$ cat config.mk
export PLATFORM = sky130hd
export DESIGN_NAME = rlm_ctrl
export DESIGN_NICKNAME = d
export VERILOG_FILES = /design/src/hdl/rlm_pkg.sv /design/src/hdl/rlm_ctrl.sv
export SDC_FILE = /design/constraint.sdc
export NUM_CORES = 1
export LEC_CHECK = 0
export CAP_MARGIN = 20
export CORE_AREA = 3 3 40 42
export CTS_CLUSTER_DIAMETER = 80
export CTS_CLUSTER_SIZE = 14
export DETAILED_ROUTE_END_ITERATION = 10
export DIE_AREA = 0 0 43 45
export DONT_BUFFER_PORTS = 1
export GPL_TIMING_DRIVEN = 0
export PLACE_DENSITY = 0.3
export SLEW_MARGIN = 40
export SYNTH_ARGS = -nofsm -noshare
export SYNTH_HDL_FRONTEND = slang
export SYNTH_SLANG_ARGS = --single-unit
$ cat constraint.sdc
create_clock -name clk -period 1 [get_ports clk]
set_input_delay 0.1 -clock clk [delete_from_list [all_inputs] [get_ports clk]]
set_output_delay 0.1 -clock clk [all_outputs]
set_load 0.05 [all_outputs]
$ cat src/hdl/rlm_pkg.sv
// ----------------------------------------------------------------------------
// rlm_pkg
// Shared types and constants for the request latency monitor.
// ----------------------------------------------------------------------------
package rlm_pkg;

  localparam logic [63:0] MIN_LATENCY_RESET = 64'd500000;
  localparam logic        OP_ISSUE          = 1'b0;
  localparam logic        OP_COMPLETE       = 1'b1;

  // Commands from the controller to the datapath.
  typedef struct packed {
    logic capture;    // latch the incoming word
    logic scan_clear; // restart the table scan
    logic scan_step;  // compare the entry at the scan pointer
    logic write_hit;  // overwrite the timestamp of the matching entry
    logic write_new;  // claim the first free entry
    logic free_hit;   // release the matching entry
    logic emit;       // present a result if the latency qualifies
  } rlm_cmd_t;

  // Status from the datapath to the controller.
  typedef struct packed {
    logic op;         // operation of the captured word
    logic scan_done;  // the scan has seen every entry
    logic hit;        // a valid entry matched the key
    logic have_free;  // a free entry was seen
  } rlm_stat_t;

endpackage

$ cat src/hdl/rlm_ctrl.sv
// ----------------------------------------------------------------------------
// rlm_ctrl
// Sequencer for capture, table scan and the final update of one word.
// ----------------------------------------------------------------------------
module rlm_ctrl (
  input  logic               clk,
  input  logic               rst,
  input  logic               start,
  output logic               busy,
  input  rlm_pkg::rlm_stat_t stat,
  output rlm_pkg::rlm_cmd_t  cmd
);
  import rlm_pkg::*;

  localparam logic [1:0] S_IDLE = 2'd0;
  localparam logic [1:0] S_SCAN = 2'd1;
  localparam logic [1:0] S_ACT  = 2'd2;

  logic [1:0] state;
  logic [1:0] state_next;

  always_comb begin
    cmd        = '0;
    state_next = state;
    case (state)
      S_IDLE: begin
        if (start) begin
          cmd.capture    = 1'b1;
          cmd.scan_clear = 1'b1;
          state_next     = S_SCAN;
        end
      end
      S_SCAN: begin
        cmd.scan_step = 1'b1;
        if (stat.scan_done) begin
          state_next = S_ACT;
        end
      end
      S_ACT: begin
        if (stat.op == OP_ISSUE) begin
          cmd.write_hit = stat.hit;
          cmd.write_new = !stat.hit && stat.have_free;
        end else begin
          cmd.free_hit = stat.hit;
          cmd.emit     = stat.hit;
        end
        state_next = S_IDLE;
      end
      default: state_next = S_IDLE;
    endcase
  end

  always_ff @(posedge clk) begin
    if (rst) begin
      state <= S_IDLE;
    end else begin
      state <= state_next;
    end
  end

  assign busy = (state != S_IDLE);

  a_act_once: assert property (@(posedge clk) disable iff (rst)
    state == S_ACT |=> state == S_IDLE) else $error("action state repeated");
  a_write_excl: assert property (@(posedge clk) disable iff (rst)
    !(cmd.write_new && cmd.write_hit)) else $error("two table writes");
  a_capture_idle: assert property (@(posedge clk) disable iff (rst)
    cmd.capture |-> !busy) else $error("capture while busy");
endmodule

==> summary.md, run 1 <==
| Metric | Value |
|---|---|
| Post-route ant nets | `0` |
| Worst Tran Pin Value | `751.9 ps` |
| Top Registers | `state: 2 flops` |
| Antenna diode count | `0` |
| Max rail drop VDD | `0.3314 mV` |
| Final min period | `1515 ps` |
| Max Clk Rate | `0.6601 GHz` |
| HP Class | `input port to flip-flop` |
| Routed WL per cell | `11.56 µm` |
| RSZ-0062 raised after global routing | `yes` |
| Final period util | `1.515` |
| Crit path cell chain | `or2_4, nor2_4, buf_6` |
| First-pass GRT wire length | `883 µm` |
| Nets | `37` |
| Max reg flops | `2` |
| Sw Pwr | `0.0001329 W` |
| Startpoint types | `flip-flop` |
| Pint | `0.0002857 W` |
| Routability congestion estimate | `0.6057` |
| Remaining DRCs | `0` |
| Clock Tree Buf Depth | `2` |
| Hpwl dp | `328.2 µm` |
| Avg Cell Area, Syn | `8.619 µm²` |
| Initial core utilization | `0.1207` |
| Vias per cell | `3.721` |
| CP Depth | `3` |
| Die Span X | `43 µm` |
| Max stage delay cell, worst path | `dfxtp_4` |
| Failing checks | `negative setup slack` |
| Final WS setup | `-515.0 ps` |
| Std cell rows | `13` |
| Final setup vio count | `7` |
| Cell Area, Synth | `155.1 µm²` |
| FF-to-FF path depth | `4` |
| Area of the core | `1285 µm²` |
| DRT iter0 DRCs | `0` |
| #FFs+latches synth | `2` |
| Critical Path AT | `1410 ps` |
| Hold depth | `2` |
| GRT Residual Overflow | `0` |
| Buf/Inv on CP | `1` |
| Crit path max fanout | `3` |
| Synth Net Count | `25` |
| Final Hold Viols | `0` |
| Area growth syn-to-layout | `116.1%` |
| # IOs | `15` |
| Largest net degree at the start of global routing | `5` |
| Die Ht | `45 µm` |
| Clock network power share | `0.416` |
| Top area cells in the synthesized netlist | `dfxtp_1, and4b_2, buf_4, a211oi_2, nand2b_1` |
| Register area share after synthesis | `0.2581` |
| Synth warn | `0` |
| Vias in the first global route | `196` |
| Switching Share | `0.3174` |
| Worst-case headroom to the max-slew limit | `0.4980` |
| WP data required | `900 ps` |
| Status | `finished, violations left` |
| Final Util | `0.2610` |
| Synth area leader | `dfxtp_1` |
| Synth unique cells | `13` |
| Register clock-pin slew on the reported worst setup and hold paths | `30 ps` |
| Slew Limit Fails | `0` |
| Combinational Power Share | `0.372` |
| CP max stage delay | `330 ps` |
| Hold WS | `11.84 ps` |
| Area share of the largest cell type after synthesis | `0.2581` |
| Antenna violations before repair | `0` |
| Worst-Skew Late Latency | `220 ps` |
| WL final | `497 µm` |
| CTS HTree Levels | `1` |
| Clk sinks | `2` |
| Largest Register | `state` |
| Crit path kind | `flip-flop to output pin` |
| P per Cell Area | `1248 nW/µm²` |
| Port Buffers | `0` |
| Routed via count | `160` |
| CTS tree | `done` |
| Die ar. | `1935 µm²` |
| GRT Overall Usage | `0.06561` |
| TritonRoute pass-1 iters | `1` |
| Cells after Synth | `18` |
| Crit path max-delay family | `simple AND/OR/NAND/NOR gates` |
| Sequential power share | `0.212` |
| Layout cells sized above 1 | `0.7500` |
| Critical Path End Type | `output pin` |
| Clk root buf | `clkbuf_4` |
| CTS Buf Count | `3` |
| Max_cap viols | `0` |
| Final setup skew | `3.255 ps` |
| Leak pwr | `0.1372 nW` |
## final timing paths
check                              start  endpoint  slack (ps)
worst max-delay path            state[1]    cmd[6]        -510
worst min-delay path               start  state[0]          10
worst max register to register  state[0]  state[0]          50
worst min register to register  state[1]  state[1]         540
## logic make-up after synthesis
| kind of cell | count (synthesis) | share of synthesized area |
|---|---|---|
| AND/OR/NAND/NOR | 11 | 0.4919 |
| flip-flops | 2 | 0.2581 |
| buffers and inverters | 4 | 0.1693 |
| AO/OA/AOI/OAI | 1 | 0.08063 |
## cells in the final DEF (no fill, tap or decap), drive strengths merged
master,count
buf,8
nor4bb,1
or2,1
nor2,2
clkbuf,3
nand2,1
and4b,2
nor3,1
inv,1
nor2b,1
nand2b,2
dfxtp,2
dlygate4sd3,2
a211oi,1
## power groups by stage
stage,Clock (W),Combinational (W),Sequential (W)
after CTS,0.000191,0.000153,0.0000886
after floorplan,0,0.000101,0.0000939
final,0.000174,0.000156,0.0000887
after global placement,0,0.000105,0.0000959
after detailed placement,0,0.000105,0.0000968
after global routing,0.000182,0.000163,0.0000894
## what timing repair did
action | CTS | global route
endpoints found under the setup margin | 8 | 9
hold buffers | 2 | 0
resized for setup | 11 | 1
buffers inserted | 5 | 0
hold endpoints to repair | 2 | 0
pin swaps | 5 | 0
## layer usage
metal  global-route usage  vias to the layer above  routed length, µm
li1                     -                       79                  -
met1              0.05024                       74                134
met2               0.1228                        7                316
met3              0.01992                        0                 46
met4              0.07229                        0                  0
met5                    0                        -                  0
## layout make-up
class | instances | area, µm²
fill | 142 | 949.7
multi-input combinational | 12 | 131.4
timing repair buffer | 7 | 73.82
sequential | 2 | 47.55
buffer | 3 | 37.54
clock buffer | 3 | 22.52
tap | 15 | 18.77
inverter | 1 | 3.754
## metrics by stage
step / total power (W) / std cells / setup TNS, ps / setup WS, ps / area (µm²)
4_1_cts: 0.0004322 / 43 / -2353 / -533.3 / 327.8
2_1_floorplan: 0.0001953 / 18 / -717.6 / -312.9 / 182.7
3_3_place_gp: 0.0002006 / 33 / -894.5 / -344.5 / 201.4
6_report: 0.0004186 / 43 / -2239 / -515.0 / 335.3
3_5_place_dp: 0.0002017 / 33 / -976.8 / -354.8 / 201.4
5_1_grt: 0.0004352 / 43 / -2409 / -538.1 / 335.3
## cell usage after synthesis (all sizes together)
library cell	instances
buf	3
and4b	2
dfxtp	2
nand2b	2
nor2	2
a211oi	1
inv	1
nand2	1
nor2b	1
nor3	1
nor4bb	1
or2	1
Note: power is estimated with default switching activity, not from simulation.
==> run 2, diff against run 1 <==
==> constraint.sdc (replaced) <==
create_clock -name clk -period 1 [get_ports clk]
set_input_delay 0.1 -clock clk [delete_from_list [all_inputs] [get_ports clk]]
set_output_delay 0.1 -clock clk [all_outputs]
set_load 0.01 [all_outputs]
==> summary.md, run 2 (same netlist as run 1, synthesis figures left out) <==
| Metric | Value |
|---|---|
| Status | `finished, violations left` |
| Failing checks | `negative setup slack` |
| CP Depth | `3 (unchanged)` |
| Clk sinks | `2 (unchanged)` |
| Critical Path AT | `1090 ps (-320 ps)` |
| CTS HTree Levels | `1 (unchanged)` |
| Worst-case headroom to the max-slew limit | `0.8132 (+0.3152)` |
| Clock Tree Buf Depth | `2 (unchanged)` |
| Port Buffers | `0 (unchanged)` |
| P per Cell Area | `1235 nW/µm² (-1.1%)` |
| Antenna diode count | `0 (unchanged)` |
| FF/Latch Area | `47.55 µm² (unchanged)` |
| Worst Tran Pin Value | `279.8 ps (-472.1 ps)` |
| First-pass GRT wire length | `696 µm (-21%)` |
| Die ar. | `1935 µm² (unchanged)` |
| Max reg flops | `2 (unchanged)` |
| Vias in the first global route | `175 (-11%)` |
| GRT Residual Overflow | `0 (unchanged)` |
| Area taken by multi-input logic gates | `111.4 µm² (-15%)` |
| Routed via count | `157 (-1.9%)` |
| Die Ht | `45 µm (unchanged)` |
| Remaining DRCs | `0 (unchanged)` |
| CTS tree | `done` |
| Final setup skew | `0.1088 ps (-3.146 ps)` |
| Fill cells | `142 (unchanged)` |
| Final Hold Viols | `0 (unchanged)` |
| FF-to-FF path depth | `3 (-1)` |
| Critical Path End Type | `output pin` |
| Clk root buf | `clkbuf_4` |
| Vias per cell | `3.829 (+2.9%)` |
| Pint | `0.0002628 W (-8.0%)` |
| Buf/Inv on CP | `1 (unchanged)` |
| GRT Overall Usage | `0.05897 (-0.006645)` |
| Commonest cells after routing, fill and taps aside | `buf_6, buf_4, clkbuf_4` |
| Combinational Power Share | `0.229 (-0.143)` |
| Post-route ant nets | `0 (unchanged)` |
| Crit path kind | `flip-flop to output pin` |
| Switching Share | `0.2407 (-0.07678)` |
| Routability congestion estimate | `0.5884 (-2.9%)` |
| Area growth syn-to-layout | `80.65%` |
| Nets | `35 (-5.4%)` |
| Layout cells sized above 1 | `0.6538 (-0.09615)` |
| Die Span X | `43 µm (unchanged)` |
| WP data required | `900 ps (about the same)` |
| Clock network power share | `0.516 (+0.100)` |
| Area of the core | `1285 µm² (unchanged)` |
| Crit path cell chain | `or2_4, nor2_4, buf_6` |
| Top Registers | `state: 2 flops` |
| Hold depth | `2 (unchanged)` |
| Largest net degree at the start of global routing | `8 (+3)` |
| # IOs | `15 (unchanged)` |
| HP Class | `input port to flip-flop` |
| CP max stage delay | `340 ps (about the same)` |
| Routed WL per cell | `10.27 µm (-11%)` |
| Slew Limit Fails | `0 (unchanged)` |
| Max_cap viols | `0 (unchanged)` |
| Final period util | `1.187 (-0.3284)` |
| Sw Pwr | `0.00008330 W (-37%)` |
| Final WS setup | `-186.6 ps (+328.4 ps)` |
| Sequential power share | `0.255 (+0.043)` |
| Worst-Skew Late Latency | `220 ps (about the same)` |
| Register clock-pin slew on the reported worst setup and hold paths | `30 ps (about the same)` |
| RSZ-0062 raised after global routing | `yes` |
| Antenna violations before repair | `0 (unchanged)` |
| Final setup TNS | `-583.2 ps (+1656 ps)` |
| TritonRoute pass-1 iters | `3 (+2)` |
| Largest Register | `state` |
| CTS Buf Count | `3 (unchanged)` |
| Std cell rows | `13 (unchanged)` |
| Max Clk Rate | `0.8427 GHz (+28%)` |
| Max stage delay cell, worst path | `dfxtp_4` |
| Max rail drop VDD | `0.4539 mV (+37%)` |
| Final min period | `1187 ps (-328.4 ps)` |
| Final setup vio count | `6 (-1)` |
| Crit path max fanout | `4 (+1)` |
| Crit path max-delay family | `simple AND/OR/NAND/NOR gates` |
| Hold WS | `41.71 ps (+29.87 ps)` |
| WL final | `421 µm (-15%)` |
| DRT iter0 DRCs | `2 (+2)` |
| Leak pwr | `0.1184 nW (-14%)` |
| Startpoint types | `flip-flop` |
| Initial core utilization | `0.1207 (unchanged)` |
run 2: cell types whose count changed in the layout (fill, tap and decap cells not counted):
| cell | before | now |
|---|---|---|
| and4b_4 | 2 | 0 |
| buf_12 | 1 | 0 |
| nand2b_1 | 1 | 2 |
| and4b_2 | 0 | 2 |
| nor2b_4 | 1 | 0 |
| nand2b_4 | 1 | 0 |
| buf_8 | 1 | 0 |
| nor2b_1 | 0 | 1 |
run 2: final timing paths:
kind	from	to	slack [ps]
worst max-delay path	state[0]	cmd[6]	-190
worst min-delay path	start	state[0]	40
worst max register to register	state[0]	state[0]	90
worst min register to register	state[1]	state[0]	550
run 2: what timing repair did:
item	CTS	global route
buffers inserted	2	1
endpoints found under the setup margin	7	7
endpoints found under the hold margin	2	0
resized for setup	6	3
hold buffers	2	0
pin swaps	4	1
run 2: cell type report:
class / instances / area share
inverters: 1 / 0.01339
multi-input cells: 12 / 0.3973
repair buffers: 5 / 0.1652
flip-flops and latches: 2 / 0.1696
clock buffers: 3 / 0.08036
well taps: 15 / 0.06696
plain buffers: 3 / 0.1071
run 2: per-stage QoR:
step	worst slack (ps)	instance area (µm²)	util	cells	power, W
6_report	-186.6	280.3	0.2181	41	0.0003461
5_1_grt	-221.8	280.3	0.2181	41	0.0003704
4_1_cts	-199.9	262.8	0.2045	40	0.0003568
3_5_place_dp	-31.01	181.4	0.1412	33	0.0001447
3_3_place_gp	-24.80	181.4	0.1412	33	0.0001437
2_1_floorplan	21.14	162.7	-	18	0.0001388
run 2: metal layers:
layer,share of wire,vias up,GRT usage
li1,-,76,-
met1,0.27,64,0.05024
met2,0.50,13,0.07485
met3,0.17,4,0.03984
met4,0.055,0,0.09036
met5,0,-,0
run 2: worst reg2reg max path, stage by stage, from the launching register on:
cell      delay [ps]
dfxtp_4          340
buf_4            130
nand2b_1         140
a211oi_2         210
run 2: power by group through the flow:
stage	clock network (W)	logic, W	registers (W)
2_1_floorplan	0	0.0000474	0.0000915
3_3_place_gp	0	0.0000506	0.0000931
3_5_place_dp	0	0.0000511	0.0000936
4_1_cts	0.000190	0.0000763	0.0000904
5_1_grt	0.000196	0.0000848	0.0000899
6_report	0.000179	0.0000791	0.0000884
==> run 3, diff against run 2 <==
Settings changed: CELL_PAD_IN_SITES_DETAIL_PLACEMENT from default to 1, CELL_PAD_IN_SITES_GLOBAL_PLACEMENT from default to 2, PLACE_DENSITY 0.3 to 0.4.
==> summary.md, run 3 (same netlist as run 1, synthesis figures left out) <==
| Metric | Value |
|---|---|
| Status | `finished, violations left` |
| Failing checks | `negative setup slack` |
| Final setup skew | `2.203 ps (+2.094 ps)` |
| Final WS setup | `-193.2 ps (-6.580 ps)` |
| Largest net degree at the start of global routing | `8 (unchanged)` |
| Clk sinks | `2 (unchanged)` |
| GRT Overall Usage | `0.04983 (-0.009136)` |
| Final Power | `0.0003379 W (-2.4%)` |
| Register clock-pin slew on the reported worst setup and hold paths | `30 ps (about the same)` |
| Largest Register | `state` |
| Max reg flops | `2 (unchanged)` |
| Routed WL per cell | `10.53 µm (+2.5%)` |
| Routability congestion estimate | `0.5485 (-6.8%)` |
| WP data required | `900 ps (about the same)` |
| Max_cap viols | `0 (unchanged)` |
| Pre-CTS WS | `-46.78 ps (-15.77 ps)` |
| Hold Crit Endpoint | `state[0]` |
| Die Span X | `43 µm (unchanged)` |
| HP Class | `input port to flip-flop` |
| Initial core utilization | `0.1207 (unchanged)` |
| Area of the core | `1285 µm² (unchanged)` |
| Final setup vio count | `4 (-2)` |
| Post-route ant nets | `0 (unchanged)` |
| Commonest cells after routing, fill and taps aside | `buf_4, clkbuf_4` |
| WL final | `421 µm (unchanged)` |
| Std cell rows | `13 (unchanged)` |
| Reg-to-Reg End | `state[0]` |
| Nets | `34 (-2.9%)` |
| Buf/Inv on CP | `1 (unchanged)` |
| CTS Buf Count | `3 (unchanged)` |
| R2R setup slack | `220 ps (+130 ps)` |
| First-pass GRT wire length | `690 µm (-0.86%)` |
| Max stage delay cell, worst path | `dfxtp_4` |
| Die Ht | `45 µm (unchanged)` |
| Crit path kind | `flip-flop to output pin` |
| Antenna violations before repair | `0 (unchanged)` |
| Fin cells | `40 (-2.4%)` |
| R2r startpoint | `state[0]` |
| Worst Setup SP | `state[0]` |
| Critical Path End Type | `output pin` |
| Clock Tree Buf Depth | `2 (unchanged)` |
| CTS HTree Levels | `1 (unchanged)` |
| Max Clk Rate | `0.8381 GHz (-0.55%)` |
| Final setup TNS | `-501.2 ps (+81.97 ps)` |
| Top Registers | `state: 2 flops` |
| RSZ-0062 raised after global routing | `yes` |
| Vias in the first global route | `179 (+2.3%)` |
| FF/Latch Area | `47.55 µm² (unchanged)` |
| Port Buffers | `0 (unchanged)` |
| Startpoint types | `flip-flop` |
| Worst Tran Pin Value | `270.8 ps (-8.952 ps)` |
| CTS tree | `done` |
| Critical Path AT | `1090 ps (about the same)` |
| Routed via count | `156 (-0.64%)` |
| P per Cell Area | `1256 nW/µm² (+1.7%)` |
| # IOs | `15 (unchanged)` |
| Area growth syn-to-layout | `73.39%` |
| DRT iter0 DRCs | `0 (-2)` |
| Worst-Skew Late Latency | `220 ps (about the same)` |
| Final min period | `1193 ps (+6.580 ps)` |
| GRT Residual Overflow | `0 (unchanged)` |
| Hold depth | `2 (unchanged)` |
| Crit path max-delay family | `simple AND/OR/NAND/NOR gates` |
| Crit path cell chain | `or2_4, nor2_4, buf_6` |
| TritonRoute pass-1 iters | `1 (-2)` |
| Leak pwr | `0.1123 nW (-5.1%)` |
| Crit path max fanout | `7 (+3)` |
| Die ar. | `1935 µm² (unchanged)` |
| Worst-case headroom to the max-slew limit | `0.8192 (+0.005976)` |
| Clk root buf | `clkbuf_4` |
| Hold WS | `51.74 ps (+10.03 ps)` |
| Layout cells sized above 1 | `0.6400 (-0.01385)` |
| CP max stage delay | `350 ps (about the same)` |
| Area taken by multi-input logic gates | `111.4 µm² (unchanged)` |
| Final Hold Viols | `0 (unchanged)` |
| Antenna diode count | `0 (unchanged)` |
| Vias per cell | `3.900 (+1.8%)` |
| Max rail drop VDD | `0.5767 mV (+27%)` |
| Cells after DPL | `33 (unchanged)` |
| Worst Hold Launch | `start` |
| Fill cells | `154 (+8.5%)` |
| Remaining DRCs | `0 (unchanged)` |
| Final period util | `1.193 (+0.006580)` |
| Slew Limit Fails | `0 (unchanged)` |
| FF-to-FF path depth | `2 (-1)` |
## run 3: worst max path at each step
stage / endpoint / slack, ps / cells past startpoint
after floorplan: cmd[6] / 20 / 3
after CTS: cmd[6] / -210 / 3
after global routing: cmd[6] / -230 / 3
after detailed placement: cmd[6] / -50 / 3
final: cmd[6] / -190 / 3
after global placement: cmd[6] / -30 / 3
## run 3: cell type report
class,count,share of cell area
multi-input cells,12,0.4140
well taps,15,0.06977
inverters,1,0.01395
plain buffers,3,0.1116
clock buffers,3,0.08372
flip-flops and latches,2,0.1767
repair buffers,4,0.1302
## run 3: repair_timing
action | in CTS | in global routing
setup endpoints to repair | 7 | 6
hold endpoints to repair | 2 | 0
hold buffers | 2 | 0
pin swaps | 4 | 1
buffers inserted | 2 | 0
gates resized for setup | 7 | 1
## run 3: power by group
group / internal, W / total (W) / switching [W]
sequential: 0.0000830 / 0.0000903 / 0.00000723
clock: 0.000132 / 0.000174 / 0.0000423
combinational: 0.0000440 / 0.0000733 / 0.0000293
## run 3: layer usage
layer  vias to the layer above  global-route usage  part of all wire
met5                         -                   0                 0
met3                         0             0.04781              0.15
met1                        70             0.04545              0.34
met2                        11             0.07784              0.50
li1                         75                   -                 -
met4                         0             0.01807                 0
## run 3: through the flow
step / util / instance area, µm²
after floorplan: - / 162.7
after global placement: 0.1412 / 181.4
after detailed placement: 0.1412 / 181.4
after CTS: 0.2074 / 266.5
after global routing: 0.2093 / 269.0
final: 0.2093 / 269.0
